===== src/rtl/vdp_pkg.sv =====
// ----------------------------------------------------------------------------
// vdp_pkg - shared types and constants for the version string parser
// Character classes, field limits, the phase encoding and the item and
// result records that pass between the parser stages.
// ----------------------------------------------------------------------------
package vdp_pkg;

   localparam logic [7:0]  DOT_CHAR     = 8'h2E;
   localparam logic [7:0]  DIGIT_LO     = 8'h30;
   localparam logic [7:0]  DIGIT_HI     = 8'h39;
   localparam int          ACC_W        = 34;
   localparam logic [33:0] SMALL_MAX    = 34'd255;
   localparam logic [33:0] BUILD_MAX    = 34'h0_FFFF_FFFF;
   localparam logic [3:0]  SMALL_DIGITS = 4'd3;
   localparam logic [3:0]  BUILD_DIGITS = 4'd10;

   typedef enum logic [1:0] {
      PH_MAJOR = 2'd0,
      PH_MINOR = 2'd1,
      PH_PATCH = 2'd2,
      PH_BUILD = 2'd3
   } phase_type;

   // one character of the string
   typedef struct packed {
      logic       is_last;
      logic [7:0] char_code;
   } item_type;

   // one parsed string
   typedef struct packed {
      logic        parse_ok;
      logic [31:0] build_num;
      logic [7:0]  patch_num;
      logic [7:0]  minor_num;
      logic [7:0]  major_num;
   } result_type;

endpackage


===== src/rtl/vdp_in_reg.sv =====
// ----------------------------------------------------------------------------
// vdp_in_reg - request input register
// Holds one character request; refills in the same cycle it drains.
// ----------------------------------------------------------------------------
module vdp_in_reg
   import vdp_pkg::*;
(
   input  logic       clock,
   input  logic       reset,
   input  logic       req_tvalid,
   output logic       req_tready,
   input  logic [7:0] req_tdata,
   input  logic       req_tlast,
   input  logic       advance,
   output logic       in_valid,
   output item_type   item
);

   logic     valid_ff, valid_in;
   item_type item_ff, item_in;
   logic     take;

   assign req_tready = !valid_ff || advance;
   assign take       = req_tvalid && req_tready;

   always_comb begin
      valid_in = valid_ff;
      item_in  = item_ff;
      if (take) begin
         valid_in          = 1'b1;
         item_in.char_code = req_tdata;
         item_in.is_last   = req_tlast;
      end else if (advance) begin
         valid_in = 1'b0;
      end
   end

   always_ff @(posedge clock) begin
      if (reset) begin
         valid_ff <= 1'b0;
      end else begin
         valid_ff <= valid_in;
      end
      item_ff <= item_in;
   end

   assign in_valid = valid_ff;
   assign item     = item_ff;

endmodule


===== src/rtl/vdp_parse.sv =====
// ----------------------------------------------------------------------------
// vdp_parse - per-character field parser
// Phase state machine, digit accumulator and field holds; forms the result
// on the last character of a string and then returns to the start state.
// ----------------------------------------------------------------------------
module vdp_parse
   import vdp_pkg::*;
(
   input  logic       clock,
   input  logic       reset,
   input  logic       fire,
   input  item_type   item,
   output logic       res_valid,
   output result_type res
);

   phase_type        phase_ff, phase_in;
   logic [3:0]       cnt_ff, cnt_in;
   logic [ACC_W-1:0] acc_ff, acc_in;
   logic [7:0]       major_ff, major_in;
   logic [7:0]       minor_ff, minor_in;
   logic [7:0]       patch_ff, patch_in;
   logic             err_ff, err_in;

   logic             is_digit, is_dot;
   logic [3:0]       digit;
   logic [3:0]       limit;
   logic [ACC_W-1:0] acc_step;
   logic             small_bad;
   logic [7:0]       small_val;
   logic             ok;

   assign is_digit  = (item.char_code >= DIGIT_LO) && (item.char_code <= DIGIT_HI);
   assign is_dot    = (item.char_code == DOT_CHAR);
   assign digit     = is_digit ? 4'(item.char_code - DIGIT_LO) : 4'd0;
   assign limit     = (phase_ff == PH_BUILD) ? BUILD_DIGITS : SMALL_DIGITS;
   // acc * 10 + digit as two shifts and adds
   assign acc_step  = (acc_ff << 3) + (acc_ff << 1) + ACC_W'(digit);
   assign small_bad = (cnt_ff == 4'd0) || (acc_ff > SMALL_MAX);
   assign small_val = small_bad ? 8'd0 : acc_ff[7:0];

   // next phase
   always_comb begin
      phase_in = phase_ff;
      unique case (phase_ff)
         PH_MAJOR: if (is_dot) phase_in = PH_MINOR;
         PH_MINOR: if (is_dot) phase_in = PH_PATCH;
         PH_PATCH: if (!is_digit) phase_in = PH_BUILD;
         PH_BUILD: phase_in = PH_BUILD;
         default:  phase_in = PH_MAJOR;
      endcase
   end

   // datapath for the current character
   always_comb begin
      cnt_in   = cnt_ff;
      acc_in   = acc_ff;
      major_in = major_ff;
      minor_in = minor_ff;
      patch_in = patch_ff;
      err_in   = err_ff;
      if (is_digit) begin
         if (cnt_ff >= limit) begin
            err_in = 1'b1;            // overlong run: flag, keep value
         end else begin
            acc_in = acc_step;
            cnt_in = cnt_ff + 4'd1;
         end
      end else if ((phase_ff == PH_PATCH) ||
                   (is_dot && (phase_ff == PH_MAJOR || phase_ff == PH_MINOR))) begin
         // close a small field
         if (small_bad) begin
            err_in = 1'b1;
         end
         if (phase_ff == PH_MAJOR) begin
            major_in = small_val;
         end
         if (phase_ff == PH_MINOR) begin
            minor_in = small_val;
         end
         if (phase_ff == PH_PATCH) begin
            patch_in = small_val;
         end
         cnt_in = 4'd0;
         acc_in = '0;
      end else begin
         err_in = 1'b1;
      end
   end

   assign ok = !err_in && (phase_in == PH_BUILD) && (cnt_in != 4'd0) &&
               (acc_in <= BUILD_MAX);

   // result outputs
   always_comb begin
      res_valid     = fire && item.is_last;
      res.parse_ok  = ok;
      res.major_num = ok ? major_in : 8'd0;
      res.minor_num = ok ? minor_in : 8'd0;
      res.patch_num = ok ? patch_in : 8'd0;
      res.build_num = ok ? acc_in[31:0] : 32'd0;
   end

   always_ff @(posedge clock) begin
      if (reset || (fire && item.is_last)) begin
         phase_ff <= PH_MAJOR;
         cnt_ff   <= 4'd0;
         acc_ff   <= '0;
         major_ff <= 8'd0;
         minor_ff <= 8'd0;
         patch_ff <= 8'd0;
         err_ff   <= 1'b0;
      end else if (fire) begin
         phase_ff <= phase_in;
         cnt_ff   <= cnt_in;
         acc_ff   <= acc_in;
         major_ff <= major_in;
         minor_ff <= minor_in;
         patch_ff <= patch_in;
         err_ff   <= err_in;
      end
   end

`ifndef SYNTHESIS
   a_clear_after_last: assert property (@(posedge clock) disable iff (reset)
      fire && item.is_last |=> (phase_ff == PH_MAJOR) && (cnt_ff == 4'd0) && !err_ff)
      else $error("parser state not cleared after last character");

   a_build_count: assert property (@(posedge clock) disable iff (reset)
      cnt_ff <= BUILD_DIGITS)
      else $error("digit count beyond build limit");

   a_small_count: assert property (@(posedge clock) disable iff (reset)
      (phase_ff != PH_BUILD) |-> (cnt_ff <= SMALL_DIGITS))
      else $error("digit count beyond small field limit");
`endif

endmodule


===== src/rtl/vdp_out_reg.sv =====
// ----------------------------------------------------------------------------
// vdp_out_reg - response output register
// Holds one result until the downstream side takes it.
// ----------------------------------------------------------------------------
module vdp_out_reg
   import vdp_pkg::*;
(
   input  logic        clock,
   input  logic        reset,
   input  logic        load,
   input  result_type  res,
   output logic        rsp_tvalid,
   input  logic        rsp_tready,
   output logic [55:0] rsp_tdata,
   output logic        rsp_tuser
);

   logic       valid_ff, valid_in;
   result_type res_ff, res_in;

   always_comb begin
      valid_in = valid_ff;
      res_in   = res_ff;
      if (load) begin
         valid_in = 1'b1;
         res_in   = res;
      end else if (rsp_tready) begin
         valid_in = 1'b0;
      end
   end

   always_ff @(posedge clock) begin
      if (reset) begin
         valid_ff <= 1'b0;
      end else begin
         valid_ff <= valid_in;
      end
      res_ff <= res_in;
   end

   assign rsp_tvalid = valid_ff;
   assign rsp_tdata  = {res_ff.build_num, res_ff.patch_num,
                        res_ff.minor_num, res_ff.major_num};
   assign rsp_tuser  = res_ff.parse_ok;

`ifndef SYNTHESIS
   a_no_overwrite: assert property (@(posedge clock) disable iff (reset)
      load |-> (!valid_ff || rsp_tready))
      else $error("result loaded over a pending response");
`endif

endmodule


===== src/rtl/dotted_version_string_parser_top.sv =====
// ----------------------------------------------------------------------------
// dotted_version_string_parser_top - dotted version string parser
// Takes MAJOR.MINOR.PATCH<skip>BUILD one character per request and returns
// the four numbers and a well-formed flag on the last character.
// ----------------------------------------------------------------------------
//
//  channel | dir | handshake              | payload
//  --------+-----+------------------------+-----------------------------------
//  req     | in  | req_tvalid/req_tready  | tdata[7:0] char_code, tlast is_last
//  rsp     | out | rsp_tvalid/rsp_tready  | tdata major/minor/patch/build,
//          |     |                        | tuser parse_ok
//
//  One character per cycle sustained unless a last character must wait for
//  the response slot: a request register feeds the field parser, whose
//  combinational update (acc*10 + digit, limit compares) writes the parser
//  state and, on the last character, the response register.
//  Characters that are not last keep flowing while a response waits; a last
//  character stalls in the request register until the response slot frees.
//  Synchronous active-high reset clears all control and parser state.
//
module dotted_version_string_parser_top
   import vdp_pkg::*;
(
   input  logic        clock,
   input  logic        reset,
   // request channel
   input  logic        req_tvalid,
   output logic        req_tready,
   input  logic [7:0]  req_tdata,   // [7:0] char_code
   input  logic        req_tlast,   // is_last
   // response channel
   output logic        rsp_tvalid,
   input  logic        rsp_tready,
   output logic [55:0] rsp_tdata,   // [7:0] major_num, [15:8] minor_num,
                                    // [23:16] patch_num, [55:24] build_num
   output logic        rsp_tuser    // [0] parse_ok
);

   logic       in_valid;
   item_type   item;
   logic       advance;
   logic       res_valid;
   result_type res;

   // a character moves into the parser unless it ends a string and the
   // response slot is still occupied
   assign advance = in_valid && (!item.is_last || !rsp_tvalid || rsp_tready);

   vdp_in_reg u_in_reg (
      .clock      (clock),
      .reset      (reset),
      .req_tvalid (req_tvalid),
      .req_tready (req_tready),
      .req_tdata  (req_tdata),
      .req_tlast  (req_tlast),
      .advance    (advance),
      .in_valid   (in_valid),
      .item       (item)
   );

   vdp_parse u_parse (
      .clock     (clock),
      .reset     (reset),
      .fire      (advance),
      .item      (item),
      .res_valid (res_valid),
      .res       (res)
   );

   vdp_out_reg u_out_reg (
      .clock      (clock),
      .reset      (reset),
      .load       (res_valid),
      .res        (res),
      .rsp_tvalid (rsp_tvalid),
      .rsp_tready (rsp_tready),
      .rsp_tdata  (rsp_tdata),
      .rsp_tuser  (rsp_tuser)
   );

endmodule

===== config.mk =====
export PLATFORM = sky130hd
export DESIGN_NAME = dotted_version_string_parser_top
export DESIGN_NICKNAME = d
export VERILOG_FILES = /design/src/rtl/vdp_pkg.sv /design/src/rtl/vdp_in_reg.sv /design/src/rtl/vdp_parse.sv /design/src/rtl/vdp_out_reg.sv /design/src/rtl/dotted_version_string_parser_top.sv
export SDC_FILE = /design/constraint.sdc
export NUM_CORES = 1
export LEC_CHECK = 0
export ABC_AREA = 0
export BUFFER_PORTS_ARGS = -buffer_cell sky130_fd_sc_hd__clkbuf_2
export CELL_PAD_IN_SITES_DETAIL_PLACEMENT = 1
export CELL_PAD_IN_SITES_GLOBAL_PLACEMENT = 1
export CORE_AREA = 2 2 144 146
export DETAILED_ROUTE_END_ITERATION = 10
export DIE_AREA = 0 0 146 148
export HOLD_SLACK_MARGIN = 0.15
export PLACE_DENSITY = 0.73
export REMOVE_ABC_BUFFERS = 1
export SLEW_MARGIN = 10
export SYNTH_ARGS = -nofsm -noshare
export SYNTH_HDL_FRONTEND = slang
export SYNTH_SLANG_ARGS = --single-unit

===== constraint.sdc =====
create_clock -name clock -period 5 [get_ports clock]
set_input_delay 0.75 -clock clock [delete_from_list [all_inputs] [get_ports clock]]
set_output_delay 0.75 -clock clock [all_outputs]
set_load 0.05 [all_outputs]

==> impl_metrics.ini, run 1 <==
[worst_setup_path]
crit_family = compound AO/OA/AOI/OAI gates
critPathKind = reg2reg
cp.arrival_ps = 4580
worstReg2RegEnd = u_out_reg.rsp_tdata[26]
worstPathRequired_ps = 5150
path_cells = o21ai_1 > and3_1 > nand2_1 > fa_1 > fa_1 > nor2b_1 > o211ai_1 > a21oi_1 > o211ai_1 > nand3_1 > xor2_1 > o21a_4 > buf_12 > a2111oi_1
crit_cells = 14
reg2reg_depth = 14
worst_path_largest_cell_delay_ps = 490
critPathSlowestCell = fa_1
end_kind = flip-flop
worst-path-buf-inv = 1
r2r-start = u_in_reg.item[1]
critPathLaunchType = flip-flop
crit_fanout = 26
r2r_setup_slack_ps = 570

[floorplan]
die_h_um = 148
start_util_pct = 44.1
coreArea_um2 = 20000
die_area_um2 = 21600
chipWidth_um = 146
rows = 52
ioPinCount = 72

[timing]
fin_ws_ps = 573
min_period_ps = 4430
setup_viol = 0
finalHoldViolCount = 0
tns_ps = 0
rsz0062_at_grt = false
fmax_ghz = 0.226
drv_slew = 0
tightest_slew_ps = 1040
relSlewSlack_pct = 30.8
skew_ps = 11.1
fin_crit_sh_pct = 88.5

[pwr]
switchingPower_mw = 0.686
power_frac_comb_pct = 6.6
ir_drop_mv = 0.220
switching_share_pct = 26.0
cellLeakagePower_nw = 3.59
intPower_mw = 1.95
power.density_nw_per_um2 = 264
clkPwrFrac_pct = 48.9
p_seq_share_pct = 44.5

[clock_network]
worstSkewPairLatency_ps = 430
htree_levels = 4
cts_buffers = 17
cts-root-buf = clkbuf_16
postCtsSetupBuffers = 0
clock_sinks = 133
cts_hold_buffers = 0
cts_resized = 0
cts.path.max_buffers = 2
path_clk_slew_ps = 70
tritoncts = built

[route]
ant_nets = 0
vias_per_cell = 6.00
avgRoutedWirePerCell_um = 21.2
vias = 7495
routed_wl_um = 26400
drtPass1Iterations = 5
drc = 0
initialDrtViolationCount = 477

[synthesis]
yosys_warnings = 0
synth_common_cells = nor2_1 (129), a21oi_1 (84), nand2_1 (70)
yosys-top-cells-area = edfxtp_1 (22%), dfxtp_1 (15%), ha_1 (9.3%)
synthArstFlopShare_pct = 0
ys_seq_elements = 133
synthMuxAreaShare_pct = 2.05
synth.largest_area_cell = edfxtp_1
yosysMostFrequentCell = nor2_1
synth_edf_count = 66
synth_compound_area_share_pct = 20.4
synthAdderAreaFrac_pct = 9.79
synthFlopType = dfxtp_1
synth_top_area_share_pct = 22.4
synth_top_family_by_area = simple AND/OR/NAND/NOR gates
avgSynthCellArea_um2 = 9.63
synthSimpleGateAreaFrac_pct = 22.6
ys_seq_area_share_pct = 37.6
synth_cells = 919
netlist_area_um2 = 8850
synth_xor_area_share_pct = 2.77
synth.lib_cells_used.distinct = 81

[min_path]
min_path_type = reg2reg
hold_path_end = u_parse.err_ff
min_from = u_parse.err_ff
holdPathStages = 2

[cells_and_area]
fin_nets = 1047
instances_no_fill = 1249
n_antenna_cell = 0
layout-drive-gt1-share_pct = 20.1
fin_area_um2 = 10000
fillers = 2309
area_delta_synth_final_pct = 13.1

[global_route]
antenna_found_initial = 0
grt_max_degree = 60
track_usage_pct = 24.8
grt-ovfl-total = 0
grt_pass1_wl_um = 42500
grt_pass1_vias = 7621

[status]
status = finished, final reports clean

[job]
drv_cap = 0

[place]
hpwl_um = 18400
port-buffer-count = 71
dp_slack_ps = 601
dpl.cell_count = 1217
gp_congestion = 0.868
place_area_um2 = 9410
## area by class of cell
cell class / count / area, um2 / area share [%]
Tap cell: 270 / 338 / 3.38
Multi-Input combinational cell: 704 / 5120 / 51.2
Clock buffer: 18 / 429 / 4.29
Inverter: 21 / 78.8 / 0.788
Timing Repair Buffer: 89 / 553 / 5.53
Clock inverter: 14 / 164 / 1.64
Sequential cell: 133 / 3320 / 33.2
## sequential cells by signal, indices dropped and copies added, names as in the netlist
name and count:
u_parse.err_ff 1, u_parse.patch_ff 8, u_parse.major_ff 8, u_out_reg.rsp_tuser 1
u_parse.acc_ff 34, u_in_reg.item 9, u_out_reg.rsp_tdata 56, u_out_reg.rsp_tvalid 1
u_parse.cnt_ff 4, u_parse.phase_ff 2, u_parse.minor_ff 8, u_in_reg.in_valid 1
## how the worst max path moves through the flow
| stage | startpoint | endpoint |
|---|---|---|
| 3_3_place_gp | u_in_reg.item[1] | u_out_reg.rsp_tdata[26] |
| 5_1_grt | u_in_reg.item[1] | u_out_reg.rsp_tdata[26] |
| 4_1_cts | u_in_reg.item[1] | u_out_reg.rsp_tdata[26] |
| 3_5_place_dp | u_in_reg.item[1] | u_out_reg.rsp_tdata[26] |
| 6_report | u_in_reg.item[1] | u_out_reg.rsp_tdata[26] |
| 2_1_floorplan | u_in_reg.item[6] | u_out_reg.rsp_tdata[36] |
## power groups by stage
stage	Sequential (mW)	Clock (mW)	Combinational [mW]
2_1_floorplan	1.23	0	0.0794
3_3_place_gp	1.20	0	0.171
3_5_place_dp	1.20	0	0.173
5_1_grt	1.18	1.36	0.186
4_1_cts	1.17	1.31	0.175
6_report	1.17	1.29	0.174
## layout by cell type, fill, tap and decap left out, types with 25 or more instances in the layout
cell / synthesis / final
nand2_1: 70 / 70
nor4_2: 34 / 34
ha_1: 66 / 66
clkbuf_2: 0 / 71
edfxtp_1: 66 / 66
nand3_1: 25 / 25
nor2_1: 129 / 127
a21oi_1: 84 / 84
o21ai_0: 33 / 33
dfxtp_1: 67 / 67
## layer usage
layer	track usage, %	wire [um]	vias up	share of wire (%)
li1	-	-	3520	-
met1	33.9	12700	3777	48
met2	41.3	12400	166	47
met3	4.10	971	32	3.7
met4	6.12	398	0	1.5
met5	0	0	-	0
## per-stage QoR
| stage | hold slack (ps) | util (%) | total power [mW] |
|---|---|---|---|
| finish | 474 | 49.9 | 2.64 |
| global route | 475 | 49.9 | 2.72 |
| CTS | 476 | 49.9 | 2.66 |
| detailed placement | 466 | 47.0 | 1.37 |
| global placement | 463 | 47.0 | 1.37 |
| floorplan | 445 | - | 1.31 |
## worst min-delay path, delay by kind of cell (launching register included)
family          cells  cell delay (ps)
flops               1              300
compound gates      1               60
buf+inv             1               70
## kinds of logic (layout without fill, tap and decap cells)
kind of cell | Yosys count | after routing
xor+xnor | 28 | 28
flops | 133 | 133
mux | 18 | 18
buf+inv | 82 | 142
simple gates | 355 | 355
compound gates | 235 | 235
fa+ha+maj | 68 | 68
(Power assumes the default switching activity.)
==> run 2, diff against run 1 <==
--- a/config.mk
+++ b/config.mk
@@ -5,15 +5,15 @@
 export SDC_FILE = /design/constraint.sdc
 export NUM_CORES = 1
 export LEC_CHECK = 0
-export ABC_AREA = 0
+export ABC_AREA = 1
 export BUFFER_PORTS_ARGS = -buffer_cell sky130_fd_sc_hd__clkbuf_2
 export CELL_PAD_IN_SITES_DETAIL_PLACEMENT = 1
 export CELL_PAD_IN_SITES_GLOBAL_PLACEMENT = 1
-export CORE_AREA = 2 2 144 146
+export CORE_AREA = 2 2 148 150
 export DETAILED_ROUTE_END_ITERATION = 10
-export DIE_AREA = 0 0 146 148
+export DIE_AREA = 0 0 150 152
 export HOLD_SLACK_MARGIN = 0.15
-export PLACE_DENSITY = 0.73
+export PLACE_DENSITY = 0.77
 export REMOVE_ABC_BUFFERS = 1
 export SLEW_MARGIN = 10
 export SYNTH_ARGS = -nofsm -noshare
==> constraint.sdc (replaced) <==
create_clock -name clock -period 4.3 [get_ports clock]
set_input_delay 0.645 -clock clock [delete_from_list [all_inputs] [get_ports clock]]
set_output_delay 0.645 -clock clock [all_outputs]
set_load 0.05 [all_outputs]
==> run 2 against run 1 <==
  * Critical path depth is 4 higher
  * Cell count is 33% higher
  * Count of clock-buffer cells in the layout is 2 higher
  * Largest cell class unchanged
  * Synthesized area is 5.5% higher
  * Critical path type unchanged
  * Global-route usage is 0.68 points higher
  * Clock skew is 1.0 ps higher
  * Highest routed layer unchanged
  * Power is 34% higher
  * First-iteration DRC count is 21% lower
==> impl_metrics.ini, run 2 <==
[status]
status = finished, final reports clean

[synthesis]
synthArstFlopShare_pct = 0
synth_cells = 1317
yosys_warnings = 0
ys_seq_elements = 133
yosys-top-cells-area = edfxtp_1 (21%), nand2_1 (17%), dfxtp_1 (14%)
synth_common_cells = nand2_1 (414), inv_1 (204), nor2_1 (77), o21ai_0 (77), a21oi_1 (76)
netlist_area_um2 = 9330
avgSynthCellArea_um2 = 7.09
ys_seq_area_share_pct = 35.6
synth.lib_cells_used.distinct = 37
synthFlopType = dfxtp_1
yosysMostFrequentCell = nand2_1
synth_edf_count = 66
synth_top_area_share_pct = 21.2
synth.largest_area_cell = edfxtp_1

[clock_network]
postCtsSetupBuffers = 0
cts-root-buf = clkbuf_16
worstSkewPairLatency_ps = 440
clock_sinks = 133
cts.path.max_buffers = 2
cts_hold_buffers = 0
tritoncts = built
cts_buffers = 17
path_clk_slew_ps = 60
cts_resized = 0
htree_levels = 4

[global_route]
grt_use_met3_pct = 3.18
track_usage_pct = 25.5
antenna_found_initial = 0
grt-ovfl-total = 0
met1_usage_pct = 33.4
grt_max_degree = 120
grt_pass1_wl_um = 46200
grt_use_met2_pct = 43.7
grt_most_used_layer = met2
grt_pass1_vias = 8942

[route]
drtPass1Iterations = 5
vias = 8737
routed_wl_um = 27900
ant_nets = 0
avgRoutedWirePerCell_um = 16.8
vias_per_cell = 5.25
drc = 0
initialDrtViolationCount = 379

[cells_and_area]
layout-drive-gt1-share_pct = 13.4
n_antenna_cell = 0
final_util_pct = 49.4
fin_nets = 1452
mostFrequentLayoutCell = nand2_1
largest_reg_flops = 56
fillers = 2811
seqCellArea_um2 = 3320
area_delta_synth_final_pct = 13.0
multiInputGateArea_um2 = 4960
layout_common_cells = nand2_1 (414), inv_1 (203), nor2_1 (77), o21ai_0 (77), a21oi_1 (75)

[timing]
fin_crit_sh_pct = 87.7
drv_slew = 0
fin_ws_ps = 528
relSlewSlack_pct = 22.8
skew_ps = 12.2
min_period_ps = 3770
finalHoldViolCount = 0
fmax_ghz = 0.265
rsz0062_at_grt = false
tightest_slew_ps = 1160
setup_viol = 0

[floorplan]
coreArea_um2 = 21400
rows = 54
start_util_pct = 43.7
chipWidth_um = 150
die_area_um2 = 22800
ioPinCount = 72
die_h_um = 152

[pwr]
ir_drop_mv = 0.255
power.density_nw_per_um2 = 335
cellLeakagePower_nw = 5.23

[place]
hpwl_um = 20700
port-buffer-count = 71
dp_slack_ps = 575
gp_congestion = 0.867

[min_path]
min_path_type = in2reg
holdPathStages = 2
hold_path_end = u_in_reg.in_valid
min_from = reset

[worst_setup_path]
critPathLaunchType = flip-flop
reg2reg_depth = 18
worstReg2RegEnd = u_out_reg.rsp_tdata[42]
worst_path_largest_cell_delay_ps = 490
critPathMostFrequentCell = nand2_1
critPathKind = reg2reg
r2r_setup_slack_ps = 530
crit_fanout = 47
r2r-start = u_in_reg.item[6]
critPathSlowestCell = fa_1
cp.arrival_ps = 4020
end_kind = flip-flop
path_cells = nor2_1 > nand2_2 > nor2_8 > nand2_1 > fa_1 > fa_1 > inv_1 > nand2_1 > nand3_1 > nand2_1 > nand2_2 > nand2_1 > nand3_1 > nand3_1 > nand2_1 > nand3_2 > buf_12 > nor3_2
worstPathRequired_ps = 4550

[job]
drv_cap = 0
[run 2: layer usage]
metal,part of all wire [%],routed length (um)
met5,0,0
met1,46,13000
met3,2.3,636
met2,49,13800
met4,1.9,538
[run 2: final cells by class]
type | instances | area share [%]
clock inverters | 12 | 1.44
multi-input cells | 921 | 47.1
flip-flops and latches | 133 | 31.5
inverters | 215 | 7.65
repair buffers | 83 | 4.58
well taps | 280 | 3.32
clock buffers | 20 | 4.44
[run 2: how the worst max path moves through the flow]
| stage | cells past startpoint | from | to |
|---|---|---|---|
| final | 18 | u_in_reg.item[6] | u_out_reg.rsp_tdata[42] |
| after global routing | 18 | u_in_reg.item[3] | u_out_reg.rsp_tdata[42] |
| after CTS | 18 | u_in_reg.item[6] | u_out_reg.rsp_tdata[42] |
| after detailed placement | 18 | u_in_reg.item[6] | u_out_reg.rsp_tdata[32] |
| after global placement | 21 | u_in_reg.item[3] | u_out_reg.rsp_tdata[1] |
| after floorplan | 4 | rsp_tready | u_out_reg.rsp_tdata[0] |
[run 2: stage by stage]
| stage | setup TNS [ps] | hold WS, ps | cells | instance area [um2] | power (mW) |
|---|---|---|---|---|---|
| 6_report | 0 | 383 | 1664 | 10500 | 3.54 |
| 3_3_place_gp | 0 | 459 | 1632 | 9930 | 1.99 |
| 4_1_cts | 0 | 372 | 1664 | 10500 | 3.55 |
| 5_1_grt | 0 | 390 | 1664 | 10500 | 3.67 |
| 3_5_place_dp | 0 | 475 | 1632 | 9930 | 2.01 |
| 2_1_floorplan | -258660 | 448 | 1269 | 9080 | 1.83 |
[run 2: logic make-up after synthesis]
logic type	synth area share, %
DFF	35.6
xor gates and xnor gates	1.13
and+or+nand+nor	30.7
adders and majority gates	9.28
AOI/OAI and AO/OA	12.0
buffers and inverters	11.3
[run 2: worst max-delay path, delay by kind of cell, from the launching register on]
kind	cells	cell delay, ps
fa+ha+maj	2	960
buf+inv	2	440
flops	1	410
simple gates	14	1710
[run 2: power by group]
part | switching (mW) | internal [mW] | total (mW)
logic | 0.383 | 0.169 | 0.552
registers | 0.0544 | 1.38 | 1.44
clock network | 0.589 | 0.961 | 1.55
total | 1.03 | 2.51 | 3.54
